## src/hdl/sdrcw_pkg.sv

```systemverilog
// Shared types, constants and helpers for the SDR control word decoder.
// No dependencies; every module of the block imports this package.
package sdrcw_pkg;

   // Field widths fixed by the command format
   localparam int BYTE_W   = 8;
   localparam int FREQ_W   = 32;
   localparam int PHASE_W  = 30;
   localparam int RATE_W   = 11;
   localparam int RCV_W    = 4;
   localparam int ACTION_W = 3;
   localparam int CHAN_W   = 3;
   localparam int ATT_W    = 5;
   localparam int ADC_W    = 2;
   localparam int PAIR_W   = 7;

   localparam int NUM_CHANNELS_DEF = 8;

   // Reset values
   localparam logic [PHASE_W-1:0] PHASE_RESET = 30'd5242880;   // 600 kHz
   localparam logic [FREQ_W-1:0]  LIMIT_RESET = 32'd61440000;
   localparam logic [RCV_W-1:0]   RCV_RESET   = 4'd1;
   localparam logic [RATE_W-1:0]  RATE_RESET  = 11'd1280;

   // Result action codes
   localparam logic [ACTION_W-1:0] ACT_NONE     = 3'd0;
   localparam logic [ACTION_W-1:0] ACT_GENERAL  = 3'd1;
   localparam logic [ACTION_W-1:0] ACT_FREQ_SET = 3'd2;
   localparam logic [ACTION_W-1:0] ACT_FREQ_REJ = 3'd3;
   localparam logic [ACTION_W-1:0] ACT_ATT      = 3'd4;

   // Address pair codes (address byte with bit 0 dropped)
   localparam logic [PAIR_W-1:0] PAIR_GENERAL    = 7'd0;
   localparam logic [PAIR_W-1:0] PAIR_FREQ_LO    = 7'd2;
   localparam logic [PAIR_W-1:0] PAIR_FREQ_HI    = 7'd8;
   localparam logic [PAIR_W-1:0] PAIR_ATT        = 7'd10;
   localparam logic [PAIR_W-1:0] PAIR_FREQ_EXTRA = 7'd18;
   localparam logic [CHAN_W-1:0] CHAN_EXTRA      = 3'd7;

   // Phase increment = floor((f*16384 + 937) / 1875), low 30 bits kept.
   // f = a*1875 + r, so the result is a*16384 + floor((r*16384 + 937) / 1875).
   localparam int DIV_K_W  = 11;
   localparam logic [DIV_K_W-1:0] DIV_K = 11'd1875;
   localparam int QUOT_W   = 22;                       // f / 1875 < 2^22
   localparam int SH1      = 43;                       // 32 + ceil(log2(1875))
   localparam int RECIP1_W = 33;
   localparam logic [RECIP1_W-1:0] RECIP1 =
      33'((64'd8796093022208 + 64'd1874) / 64'd1875); // ceil(2^43 / 1875)
   localparam int NUM2_W   = 25;                       // r*16384 + 937 < 2^25
   localparam logic [NUM2_W-1:0] ROUND_HALF = 25'd937;
   localparam int SH2      = 36;                       // 25 + 11
   localparam int RECIP2_W = 26;
   localparam logic [RECIP2_W-1:0] RECIP2 =
      26'((64'd68719476736 + 64'd1874) / 64'd1875);   // ceil(2^36 / 1875)
   localparam int FRAC_W   = 14;                       // low part < 2^14
   localparam int AHI_W    = PHASE_W - FRAC_W;

   typedef enum logic [1:0] {
      CMD_NONE,
      CMD_GENERAL,
      CMD_FREQ,
      CMD_ATT
   } cmd_type;

   // Stage load enables handed to the phase divider pipeline
   typedef struct packed {
      logic s2;
      logic s3;
      logic s4;
   } pipe_en_type;

   // Decoded command carried alongside the divider pipeline
   typedef struct packed {
      cmd_type           cmd;
      logic [CHAN_W-1:0] chan;
      logic [1:0]        rate_code;
      logic [ADC_W-1:0]  adc;
      logic [2:0]        rcv_m1;
      logic [ATT_W-1:0]  att;
      logic              reject;
   } meta_type;

   function automatic logic [RATE_W-1:0] divider_of(input logic [1:0] code);
      logic [RATE_W-1:0] div;
      unique case (code)
         2'd0:    div = 11'd1280;
         2'd1:    div = 11'd640;
         2'd2:    div = 11'd320;
         default: div = 11'd160;
      endcase
      return div;
   endfunction

endpackage

```

## src/hdl/sdr_control_word_decoder_unit.sv

```systemverilog
// Top level of the SDR control word decoder: decode, phase store, result register.
// Depends on sdrcw_pkg and sdrcw_phase_div.
//
// Takes one five-byte command transaction per clock while req_stall is low and returns
// exactly one result transaction for each, in order. Throughput is one command per
// cycle while the result side is not stalled, set by the five-stage pipeline: input
// register, two stages of the constant divider, a commit stage that reads and writes
// the phase store (eight entries by default), and the result register. The phase
// store is a synchronous memory read from the stage before commit and registered as
// the command enters commit; a write from the command leaving commit is forwarded to
// a read of the same channel. Each entry has a valid bit cleared by reset, so an
// unwritten channel reads as 600 kHz and no clearing pass is needed. The frequency
// limit register may be written only while no command is in flight.
module sdr_control_word_decoder_unit #(
   parameter int NUM_CHANNELS = sdrcw_pkg::NUM_CHANNELS_DEF
) (
   input  logic                                 clock,
   input  logic                                 reset,
   // command channel
   input  logic                                 req_valid,
   output logic                                 req_stall,
   input  logic [sdrcw_pkg::BYTE_W-1:0]         req_address_byte,
   input  logic [sdrcw_pkg::BYTE_W-1:0]         req_payload_byte1,
   input  logic [sdrcw_pkg::BYTE_W-1:0]         req_payload_byte2,
   input  logic [sdrcw_pkg::BYTE_W-1:0]         req_payload_byte3,
   input  logic [sdrcw_pkg::BYTE_W-1:0]         req_payload_byte4,
   // result channel
   output logic                                 rsp_valid,
   input  logic                                 rsp_stall,
   output logic [sdrcw_pkg::ACTION_W-1:0]       rsp_action,
   output logic [sdrcw_pkg::RCV_W-1:0]          rsp_receiver_count,
   output logic [sdrcw_pkg::RATE_W-1:0]         rsp_rate_divider,
   output logic [sdrcw_pkg::ADC_W-1:0]          rsp_adc_setting,
   output logic                                 rsp_adc_changed,
   output logic [sdrcw_pkg::CHAN_W-1:0]         rsp_channel,
   output logic [sdrcw_pkg::PHASE_W-1:0]        rsp_phase_increment,
   output logic [sdrcw_pkg::ATT_W:0]            rsp_att_drive,
   output logic                                 rsp_att_changed,
   // configuration: frequency limit
   input  logic                                 csr_wr_en,
   input  logic [sdrcw_pkg::FREQ_W-1:0]         csr_wr_data
);
   import sdrcw_pkg::*;

   localparam int IDX_W = (NUM_CHANNELS > 1) ? $clog2(NUM_CHANNELS) : 1;

   // Pipeline occupancy and load enables
   logic s1_vld_ff, s2_vld_ff, s3_vld_ff, s4_vld_ff, rsp_valid_ff;
   logic go1, go2, go3, go4, go5;
   logic commit;
   pipe_en_type pipe_en;

   // Decode
   logic [PAIR_W-1:0] pair;
   meta_type          dec_meta;
   logic [CHAN_W-1:0] dec_chan;

   meta_type          s1_meta_ff, s2_meta_ff, s3_meta_ff, s4_meta_ff;
   logic [FREQ_W-1:0] s1_freq_ff;
   logic [FREQ_W-1:0] limit_ff;

   // Phase store
   logic [PHASE_W-1:0]      phase_mem [NUM_CHANNELS];
   logic [NUM_CHANNELS-1:0] phase_vld_ff;
   logic [PHASE_W-1:0]      rd_data_ff;
   logic                    rd_vld_ff;
   logic [IDX_W-1:0]        rd_idx, wr_idx;
   logic                    fwd;
   logic [PHASE_W-1:0]      div_inc;
   logic [PHASE_W-1:0]      stored_phase;

   // Scalar settings
   logic [RCV_W-1:0]  rcv_ff, rcv_in;
   logic [RATE_W-1:0] rate_ff, rate_in;
   logic [ADC_W-1:0]  adc_ff, adc_in;
   logic [ATT_W-1:0]  att_ff, att_in;

   // Commit results
   logic [ACTION_W-1:0] cm_action;
   logic                cm_adc_changed;
   logic                cm_att_changed;
   logic [CHAN_W-1:0]   cm_chan;
   logic [PHASE_W-1:0]  cm_phase;
   logic                cm_write;

   // Result register
   logic [ACTION_W-1:0] rsp_action_ff;
   logic [RCV_W-1:0]    rsp_rcv_ff;
   logic [RATE_W-1:0]   rsp_rate_ff;
   logic [ADC_W-1:0]    rsp_adc_ff;
   logic                rsp_adc_changed_ff;
   logic [CHAN_W-1:0]   rsp_chan_ff;
   logic [PHASE_W-1:0]  rsp_phase_ff;
   logic [ATT_W-1:0]    rsp_att_ff;
   logic                rsp_att_changed_ff;

   // ------------------------------------------------------------------
   // Flow control: a stage loads when it is empty or its content moves on.
   // Bubbles collapse, so a stalled result only blocks once the pipe is full.
   // ------------------------------------------------------------------
   assign go5 = !rsp_valid_ff || !rsp_stall;
   assign go4 = !s4_vld_ff || go5;
   assign go3 = !s3_vld_ff || go4;
   assign go2 = !s2_vld_ff || go3;
   assign go1 = !s1_vld_ff || go2;

   assign req_stall = !go1;
   assign commit    = s4_vld_ff && go5;

   assign pipe_en.s2 = go2;
   assign pipe_en.s3 = go3;
   assign pipe_en.s4 = go4;

   always_ff @(posedge clock) begin
      if (reset) begin
         s1_vld_ff    <= 1'b0;
         s2_vld_ff    <= 1'b0;
         s3_vld_ff    <= 1'b0;
         s4_vld_ff    <= 1'b0;
         rsp_valid_ff <= 1'b0;
      end else begin
         if (go1) s1_vld_ff    <= req_valid;
         if (go2) s2_vld_ff    <= s1_vld_ff;
         if (go3) s3_vld_ff    <= s2_vld_ff;
         if (go4) s4_vld_ff    <= s3_vld_ff;
         if (go5) rsp_valid_ff <= s4_vld_ff;
      end
   end

   // ------------------------------------------------------------------
   // Configuration register
   // ------------------------------------------------------------------
   always_ff @(posedge clock) begin
      if (reset) begin
         limit_ff <= LIMIT_RESET;
      end else if (csr_wr_en) begin
         limit_ff <= csr_wr_data;
      end
   end

   // ------------------------------------------------------------------
   // Address decode: drop bit 0, map pairs to a command kind and channel
   // ------------------------------------------------------------------
   assign pair = req_address_byte[BYTE_W-1:1];

   always_comb begin
      dec_chan = '0;
      dec_meta = '0;
      dec_meta.cmd = CMD_NONE;
      unique case (pair) inside
         PAIR_GENERAL: begin
            dec_meta.cmd = CMD_GENERAL;
         end
         PAIR_ATT: begin
            dec_meta.cmd = CMD_ATT;
         end
         [PAIR_FREQ_LO:PAIR_FREQ_HI]: begin
            dec_meta.cmd = CMD_FREQ;
            dec_chan     = CHAN_W'(pair - PAIR_FREQ_LO);
         end
         PAIR_FREQ_EXTRA: begin
            dec_meta.cmd = CMD_FREQ;
            dec_chan     = CHAN_EXTRA;
         end
         default: begin
            dec_meta.cmd = CMD_NONE;
         end
      endcase
      // drop channels this build does not have
      if (dec_meta.cmd == CMD_FREQ && 32'(dec_chan) >= NUM_CHANNELS) begin
         dec_meta.cmd = CMD_NONE;
         dec_chan     = '0;
      end
      dec_meta.chan      = dec_chan;
      dec_meta.rate_code = req_payload_byte1[1:0];
      dec_meta.adc       = req_payload_byte3[3:2];
      dec_meta.rcv_m1    = req_payload_byte4[5:3];
      dec_meta.att       = req_payload_byte4[ATT_W-1:0];
      // the user is to hold the limit steady while commands are in flight; the block does not enforce it
      dec_meta.reject    = {req_payload_byte1, req_payload_byte2,
                            req_payload_byte3, req_payload_byte4} > limit_ff;
   end

   // ------------------------------------------------------------------
   // Command pipeline: decoded fields ride along with the divider stages
   // ------------------------------------------------------------------
   always_ff @(posedge clock) begin
      if (go1) begin
         s1_meta_ff <= dec_meta;
         s1_freq_ff <= {req_payload_byte1, req_payload_byte2,
                        req_payload_byte3, req_payload_byte4};
      end
      if (go2) s2_meta_ff <= s1_meta_ff;
      if (go3) s3_meta_ff <= s2_meta_ff;
      if (go4) s4_meta_ff <= s3_meta_ff;
   end

   sdrcw_phase_div u_phase_div (
      .clock (clock),
      .en    (pipe_en),
      .freq  (s1_freq_ff),
      .inc   (div_inc)
   );

   // ------------------------------------------------------------------
   // Phase store: read ahead of commit, write at commit, forward on a hit
   // ------------------------------------------------------------------
   assign rd_idx = s3_meta_ff.chan[IDX_W-1:0];
   assign wr_idx = s4_meta_ff.chan[IDX_W-1:0];
   assign fwd    = commit && cm_write && (wr_idx == rd_idx);

   always_ff @(posedge clock) begin
      if (commit && cm_write) begin
         phase_mem[wr_idx] <= div_inc;
      end
   end

   always_ff @(posedge clock) begin
      if (go4) begin
         if (fwd) begin
            rd_data_ff <= div_inc;
            rd_vld_ff  <= 1'b1;
         end else begin
            rd_data_ff <= phase_mem[rd_idx];
            rd_vld_ff  <= phase_vld_ff[rd_idx];
         end
      end
   end

   always_ff @(posedge clock) begin
      if (reset) begin
         phase_vld_ff <= '0;
      end else if (commit && cm_write) begin
         phase_vld_ff[wr_idx] <= 1'b1;
      end
   end

   // an entry never written holds the 600 kHz default
   assign stored_phase = rd_vld_ff ? rd_data_ff : PHASE_RESET;

   // ------------------------------------------------------------------
   // Commit: apply the command to the settings and form the result
   // ------------------------------------------------------------------
   always_comb begin
      rcv_in         = rcv_ff;
      rate_in        = rate_ff;
      adc_in         = adc_ff;
      att_in         = att_ff;
      cm_action      = ACT_NONE;
      cm_adc_changed = 1'b0;
      cm_att_changed = 1'b0;
      cm_chan        = '0;
      cm_phase       = '0;
      cm_write       = 1'b0;
      unique case (s4_meta_ff.cmd)
         CMD_GENERAL: begin
            cm_action      = ACT_GENERAL;
            rcv_in         = {1'b0, s4_meta_ff.rcv_m1} + RCV_W'(1);
            rate_in        = divider_of(s4_meta_ff.rate_code);
            adc_in         = s4_meta_ff.adc;
            cm_adc_changed = s4_meta_ff.adc != adc_ff;
         end
         CMD_ATT: begin
            cm_action      = ACT_ATT;
            att_in         = s4_meta_ff.att;
            cm_att_changed = s4_meta_ff.att != att_ff;
         end
         CMD_FREQ: begin
            cm_chan = s4_meta_ff.chan;
            if (s4_meta_ff.reject) begin
               cm_action = ACT_FREQ_REJ;
               cm_phase  = stored_phase;
            end else begin
               cm_action = ACT_FREQ_SET;
               cm_phase  = div_inc;
               cm_write  = 1'b1;
            end
         end
         default: begin
            cm_action = ACT_NONE;
         end
      endcase
   end

   always_ff @(posedge clock) begin
      if (reset) begin
         rcv_ff  <= RCV_RESET;
         rate_ff <= RATE_RESET;
         adc_ff  <= '0;
         att_ff  <= '0;
      end else if (commit) begin
         rcv_ff  <= rcv_in;
         rate_ff <= rate_in;
         adc_ff  <= adc_in;
         att_ff  <= att_in;
      end
   end

   // ------------------------------------------------------------------
   // Result register: hold while stalled, load as the commit stage drains
   // ------------------------------------------------------------------
   always_ff @(posedge clock) begin
      if (go5) begin
         rsp_action_ff      <= cm_action;
         rsp_rcv_ff         <= rcv_in;
         rsp_rate_ff        <= rate_in;
         rsp_adc_ff         <= adc_in;
         rsp_adc_changed_ff <= cm_adc_changed;
         rsp_chan_ff        <= cm_chan;
         rsp_phase_ff       <= cm_phase;
         rsp_att_ff         <= att_in;
         rsp_att_changed_ff <= cm_att_changed;
      end
   end

   assign rsp_valid           = rsp_valid_ff;
   assign rsp_action          = rsp_action_ff;
   assign rsp_receiver_count  = rsp_rcv_ff;
   assign rsp_rate_divider    = rsp_rate_ff;
   assign rsp_adc_setting     = rsp_adc_ff;
   assign rsp_adc_changed     = rsp_adc_changed_ff;
   assign rsp_channel         = rsp_chan_ff;
   assign rsp_phase_increment = rsp_phase_ff;
   assign rsp_att_drive       = {rsp_att_ff, 1'b0};
   assign rsp_att_changed     = rsp_att_changed_ff;

endmodule

```

## src/hdl/sdrcw_phase_div.sv

```systemverilog
// Pipelined frequency-to-phase-increment converter (division by a constant).
// Depends on sdrcw_pkg; stage loads are driven by the top level.
module sdrcw_phase_div (
   input  logic                                clock,
   input  sdrcw_pkg::pipe_en_type              en,
   input  logic [sdrcw_pkg::FREQ_W-1:0]        freq,
   output logic [sdrcw_pkg::PHASE_W-1:0]       inc
);
   import sdrcw_pkg::*;

   localparam int P1_W = FREQ_W + RECIP1_W;
   localparam int P2_W = NUM2_W + RECIP2_W;

   logic [P1_W-1:0]      prod1;
   logic [QUOT_W-1:0]    quot_ff;
   logic [DIV_K_W-1:0]   flo_ff;
   logic [2*DIV_K_W-1:0] back_mul;
   logic [DIV_K_W-1:0]   rem_ff;
   logic [AHI_W-1:0]     ahi3_ff;
   logic [NUM2_W-1:0]    num2;
   logic [P2_W-1:0]      prod2;
   logic [FRAC_W-1:0]    frac_ff;
   logic [AHI_W-1:0]     ahi4_ff;

   // Stage 2: coarse quotient f / 1875 by reciprocal multiply
   assign prod1 = {{RECIP1_W{1'b0}}, freq} * {{FREQ_W{1'b0}}, RECIP1};

   always_ff @(posedge clock) begin
      if (en.s2) begin
         quot_ff <= prod1[SH1 +: QUOT_W];
         flo_ff  <= freq[DIV_K_W-1:0];
      end
   end

   // Stage 3: remainder, exact modulo 2^11 since it stays below 1875
   assign back_mul = quot_ff[DIV_K_W-1:0] * DIV_K;

   always_ff @(posedge clock) begin
      if (en.s3) begin
         rem_ff  <= flo_ff - back_mul[DIV_K_W-1:0];
         ahi3_ff <= quot_ff[AHI_W-1:0];
      end
   end

   // Stage 4: fine quotient of the scaled and rounded remainder
   assign num2  = {rem_ff, {FRAC_W{1'b0}}} + ROUND_HALF;
   assign prod2 = {{RECIP2_W{1'b0}}, num2} * {{NUM2_W{1'b0}}, RECIP2};

   always_ff @(posedge clock) begin
      if (en.s4) begin
         frac_ff <= prod2[SH2 +: FRAC_W];
         ahi4_ff <= ahi3_ff;
      end
   end

   assign inc = {ahi4_ff, frac_ff};

endmodule

```

## config.mk

```make
export PLATFORM = sky130hd
export DESIGN_NAME = sdr_control_word_decoder_unit
export DESIGN_NICKNAME = d
export VERILOG_FILES = /design/src/hdl/sdrcw_pkg.sv /design/src/hdl/sdr_control_word_decoder_unit.sv /design/src/hdl/sdrcw_phase_div.sv
export SDC_FILE = /design/constraint.sdc
export NUM_CORES = 2
export LEC_CHECK = 0
export ABC_AREA = 1
export BUFFER_PORTS_ARGS = -buffer_cell sky130_fd_sc_hd__buf_2
export CAP_MARGIN = 20
export CORE_MARGIN = 10
export CORE_UTILIZATION = 55
export CTS_BUF_LIST = sky130_fd_sc_hd__clkbuf_16
export DETAILED_ROUTE_END_ITERATION = 6
export PLACE_DENSITY_LB_ADDON = 0.08
export SYNTH_ARGS = -nofsm -noshare
export SYNTH_HDL_FRONTEND = slang
export SYNTH_HIERARCHICAL = 1
export SYNTH_SLANG_ARGS = --single-unit
```

## constraint.sdc

```tcl
create_clock -name clock -period 12.8 [get_ports clock]
set_clock_uncertainty 0.15 [all_clocks]
set_input_delay 3.2 -clock clock [delete_from_list [all_inputs] [get_ports clock]]
set_output_delay 3.2 -clock clock [all_outputs]
set_load 0.01 [all_outputs]
```

# Word-level counts from Yosys, hierarchy flattened
# Memory sizes are Yosys's and may differ from the RTL's. A register that Yosys moved wholly into a read port is not among the register bits.
# Cells that the tools add are included.
# word_totals
mem_bits_rw	240
wordCells	120
output_inout_bits	63
rom_bits	0
regBits	316
latchBits	0
memories	1
# memory_table
name	words	word_bits	read_ports	rd_clocked_by_memory_dff	write_ports	line_no	source
phase_mem	8	30	1	1	1	sdr_control_word_decoder_unit.sv:63	logic [PHASE_W-1:0] phase_mem [NUM_CHANNELS];
# op_classes
n_mux	19
n_mul	3
add_sub_neg	4
magnitude_cmp	6
n_div	0
reduce_logical	20
shifts	0
eq_ne	10
n_bitwise	1
# op_table
operator	n
$mux 30	2
$mul 32x31->57 const B	1
$mul 25x24->48 const B	1
$pmux 11 s3	1
$gt 32x32->1	1
$add 25x10->25 const B	1
$mul 11x9->11 const B	1
$mux 11	1
$sub 11x11->11	1
$pmux 3 s3	1
$lt 3x4->1 const B	2
$or 8x8->8	1
$eq 7x4->1 const B	1
$eq 7x5->1 const B	1
$ge 7x2->1 const B	1
$le 7x4->1 const B	1
$logic_not 1->1	7
$logic_not 7->1	1
$mux 1	7
$eq 2x2->1 const B	3
$pmux 2 s3	1
$pmux 3 s2	1
$logic_and 1x1->1	5
$logic_or 1x1->1	5
14 further kinds	15

# Longest topological paths before layout
# logic_depth
word_depth	7
mapped_depth	27

# By module
# Netlist, hierarchy kept.
# by_module_without_submodules
module	seq_area_each_um2	instances	cells_each	area_per_inst_um2
sdrcw_phase_div	2522.4	1	3080	27710.3
sdr_control_word_decoder_unit	13863.3	1	1477	18821.8

# Worst setup path after synthesis
# OpenSTA, ideal clock, no wires.
# synth_path
kind	input to output
start	input port rsp_stall
end	output port req_stall
setup_slack_ps	1654
cell_stages	8
arrival_time_ps	7796
cell_sequence	nand2_1 > nor2_1 > inv_2 > nor2_1 > inv_1 > nor2_1 > nand2_1 > inv_2
# synth_between
elab_chain_cells	7
# synth_rtl
item	line_no	source
from (decl)	sdr_control_word_decoder_unit.sv:29	input logic rsp_stall,
$logic_not 1->1	sdr_control_word_decoder_unit.sv:101	assign go5 = !rsp_valid_ff || !rsp_stall;
$logic_or 1x1->1	sdr_control_word_decoder_unit.sv:101	
$logic_or 1x1->1	sdr_control_word_decoder_unit.sv:102	assign go4 = !s4_vld_ff || go5;
named net go4	sdr_control_word_decoder_unit.sv:49	logic go1, go2, go3, go4, go5;
$logic_or 1x1->1	sdr_control_word_decoder_unit.sv:103	assign go3 = !s3_vld_ff || go4;
named net go3	sdr_control_word_decoder_unit.sv:49	
$logic_or 1x1->1	sdr_control_word_decoder_unit.sv:104	assign go2 = !s2_vld_ff || go3;
$logic_or 1x1->1	sdr_control_word_decoder_unit.sv:105	assign go1 = !s1_vld_ff || go2;
$logic_not 1->1	sdr_control_word_decoder_unit.sv:107	assign req_stall = !go1;
to (decl)	sdr_control_word_decoder_unit.sv:21	output logic req_stall,
# The timed path passes the listed nets, and every way through them passes these cells.

# Worst setup path in the final report
# Ends and elaborated chain as after synthesis.

==> summary.md <==
| Metric | Value |
|---|---|
| Tmin final | `8.87 ns` |
| Die width | `311 µm` |
| Slew at the pin closest to its max-slew limit | `1.04 ns` |
| Initial drt markers | `2051` |
| Max Cap Viol | `0` |
| CP max-delay cell | `nand2_2` |
| H-tree Lvls | `2` |
| Max clock buf depth | `3` |
| Cells after Synth | `4557` |
| Detailed Routing Iterations Pass 1 | `7` |
| Row count | `106` |
| Max-slew headroom | `30.5%` |
| Die Area | `0.0966 mm²` |
| Initial antenna violation count | `4` |
| CTS Hold Buffers Added | `0` |
| DRT Wirelength | `117000 µm` |
| Top FF cell, synth | `edfxtp_1` |
| Sequential cell area | `0.0164 mm²` |
| CTS Sinks | `568` |
| Largest net degree at the start of global routing | `95` |
| Nets@finish | `5889` |
| Post-Syn Area per Cell | `10.2 µm²` |
| Global Route Usage Sum | `24.3%` |
| Drt drc | `0` |
| Syn. warnings | `6` |
| Worst R2R Start | `s1_freq_ff[16]` |
| Die Y-Extent | `311 µm` |
| Via-to-Cell Ratio | `5.30` |
| Core area | `0.0838 mm²` |
| Fmax | `113 MHz` |
| Synthesized area | `0.0465 mm²` |
| Clk Tree Root Cell | `clkbuf_16` |
| Multi-input logic area | `0.0258 mm²` |
| Hold path startpoint | `s2_meta_ff[11]` |
| Hold crit path type | `register to register` |
| Startpoint class of the critical path | `input port` |
| Max-slew violations | `0` |
| Clk slew on worst S/H paths | `0.06 ns` |
| Vias in the first global route | `32840` |
| TNS Setup | `0 ns` |
| EDFF count, synth | `501` |
| Worst EP arrival | `5.52 ns` |
| Post-DP HPWL | `88800 µm` |
| Setup violators final | `0` |
| Endpoint class of the critical path | `output pin` |
| Starting Density | `55.5%` |
| Yosys cell types | `45` |
| Bufs and invs on worst path | `6` |
| Status | `finished, final reports clean` |
| CTS buffer count | `59` |
| Worst-Skew Late Latency | `0.63 ns` |
| Critical path's most frequent cell | `nor2_1` |
| Sequential area share after synthesis | `35.2%` |
| Period utilization | `69.3%` |
| Syn nets | `5736` |
| CP peak stage delay | `0.57 ns` |
| Antenna viol nets, final | `0` |
| IO Pins | `140` |
| RSZ-0062 raised after global routing | `false` |
| Global route overflow | `0` |
| Layout area overhead | `8.69%` |
| Setup bufs post-CTS | `0` |
| Post-CTS Resized | `0` |
| Crit path kind | `input port to output pin` |
| Worst-path cell chain | `buf_2 -> nand2_2 -> nor2_1 -> clkinv_2 -> nor2_1 -> inv_2 -> buf_4 -> nor2_1 -> nand2_2 -> inv_2 -> buf_2` |
| CP Data Required Time | `9.45 ns` |
| Via Count | `31232` |
| Crit-path max FO | `45` |
| CP top delay family | `simple AND/OR/NAND/NOR gates` |
| Fillers | `7322` |
| Final Hold Fails | `0` |
| FFs w/ async S/R, synth | `0%` |
| # port buffers | `137` |
| Layout cells sized above 1 | `6.51%` |
| #FFs+latches synth | `568` |
| CTS tree | `yes` |
| First-pass GRT wire length | `183000 µm` |
| Worst setup startpoint | `rsp_stall` |
| DR WL/cell | `19.8 µm` |
| GPL Wtd Cong | `0.974` |
worst paths after layout:
kind	endpoint	slack (ns)	cells past startpoint
max	req_stall	3.93	11
min reg2reg	s3_meta_ff[11]	0.26	0
min	s3_meta_ff[11]	0.26	0
max reg2reg	u_phase_div/quot_ff[15]	5.65	21
layer usage:
| layer | part of all wire (%) | track usage [%] | vias to the layer above | wire length [µm] |
|---|---|---|---|---|
| met5 | 0 | 0 | - | 0 |
| met4 | 3.3 | 7.60 | 0 | 3840 |
| met3 | 5.2 | 3.22 | 186 | 6020 |
| met2 | 51 | 43.5 | 795 | 59400 |
| met1 | 41 | 30.0 | 15268 | 47400 |
| li1 | - | - | 14983 | - |
logic make-up (layout without fill, tap and decap cells):
kind of cell             count (synthesis)  count (layout)  synth area share (%)
buffers and inverters                 1150            1353                  9.35
AND/OR/NAND/NOR                       1138            1138                  10.1
adder cells (fa/ha/maj)               1102            1102                  37.8
flip-flops                             568             568                  35.2
AO/OA/AOI/OAI                          553             553                  6.66
XOR/XNOR                                45              45                 0.847
other                                    1               4               0.00806
layout by cell type (no fill, tap or decap), drive strengths merged:
cell type / count
a211oi: 4
a21boi: 2
a21o: 12
a21oi: 159
a31oi: 6
and2: 3
buf: 175
bufinv: 8
clkbuf: 59
clkinv: 34
clkinvlp: 4
conb: 1
dfxtp: 67
diode: 3
edfxtp: 501
fa: 506
ha: 596
inv: 1073
nand2: 619
nand3: 102
nand3b: 9
nand4: 34
nor2: 328
nor3: 27
nor3b: 7
nor4: 3
o211ai: 2
o21a: 4
o21ai: 243
o21bai: 15
o221ai: 36
o22ai: 69
o31a: 1
or2: 6
xnor2: 23
xor2: 22
synth_stat cells (6+ instances only):
cell	n	share of area [%]
a21o_1	12	0.19
a21oi_1	159	1.7
a31oi_1	6	0.081
buf_2	24	0.26
clkbuf_1	53	0.43
dfxtp_1	67	2.9
edfxtp_1	501	32
fa_1	506	22
ha_1	596	16
inv_1	1056	8.5
inv_2	11	0.089
nand2_1	613	4.9
nand2_2	6	0.081
nand3_1	102	1.1
nand3b_1	9	0.15
nand4_1	33	0.44
nor2_1	315	2.5
nor2_2	10	0.13
nor3_1	26	0.28
o21ai_0	183	2.0
o21ai_1	60	0.65
o21bai_1	15	0.24
o221ai_1	36	0.68
o22ai_1	69	0.93
or2_2	6	0.081
xnor2_1	23	0.43
xor2_1	22	0.41
cell type report:
| cell class | instances | share of cell area, % |
|---|---|---|
| Clock buffer | 59 | 2.92 |
| Multi-Input combinational cell | 2839 | 51.0 |
| Sequential cell | 568 | 32.4 |
| Tap cell | 1134 | 2.81 |
| Inverter | 1067 | 7.92 |
| Antenna cell | 3 | 0.0148 |
| Clock inverter | 52 | 1.00 |
| Timing Repair Buffer | 175 | 1.92 |
state kept, by name (all words and copies together) (netlist names), 8 cells and up:
| signal | count |
|---|---|
| u_phase_div/quot_ff | 16 |
| s1_freq_ff | 25 |
| u_phase_div/frac_ff | 14 |
| rd_data_ff | 30 |
| s1_meta_ff | 13 |
| rate_ff | 11 |
| s4_meta_ff | 13 |
| u_phase_div/ahi4_ff | 16 |
| u_phase_div/ahi3_ff | 16 |
| phase_vld_ff | 8 |
| u_phase_div/flo_ff | 11 |
| s3_meta_ff | 13 |
| u_phase_div/rem_ff | 11 |
| s2_meta_ff | 16 |
| phase_mem | 240 |
| rsp_phase_increment | 30 |
| rsp_rate_divider | 11 |
| limit_ff | 32 |
worst reg2reg max path, stage by stage, from the launching register on:
cell and delay [ns]:
edfxtp_1 1.00, fa_1 0.59, ha_1 0.42, fa_1 0.47, fa_1 0.54, fa_1 0.45
fa_1 0.53, fa_1 0.50, inv_1 0.05, fa_1 0.58, inv_1 0.06, ha_1 0.31
nand2_1 0.15, inv_1 0.05, nand2_1 0.06, nand3_1 0.14, a21oi_1 0.26, nand3_1 0.22
nand2_1 0.14, nand3b_1 0.08, nand2_1 0.06, nand2_1 0.06
through the flow:
step | std cells | hold slack, ns | util (%) | setup WS [ns] | cell area (µm²)
after floorplan | 4557 | 0.250 | - | 1.65 | 46500
after detailed placement | 5783 | 0.255 | 58.0 | 3.85 | 48600
after global routing | 5894 | 0.270 | 60.3 | 3.65 | 50600
after CTS | 5894 | 0.266 | 60.3 | 3.84 | 50600
final | 5897 | 0.262 | 60.3 | 3.93 | 50600
after global placement | 5783 | 0.251 | 58.0 | 3.87 | 48600
Power is not shown: default switching activity piles up to over one toggle a cycle in this logic, so the estimate is an artifact.
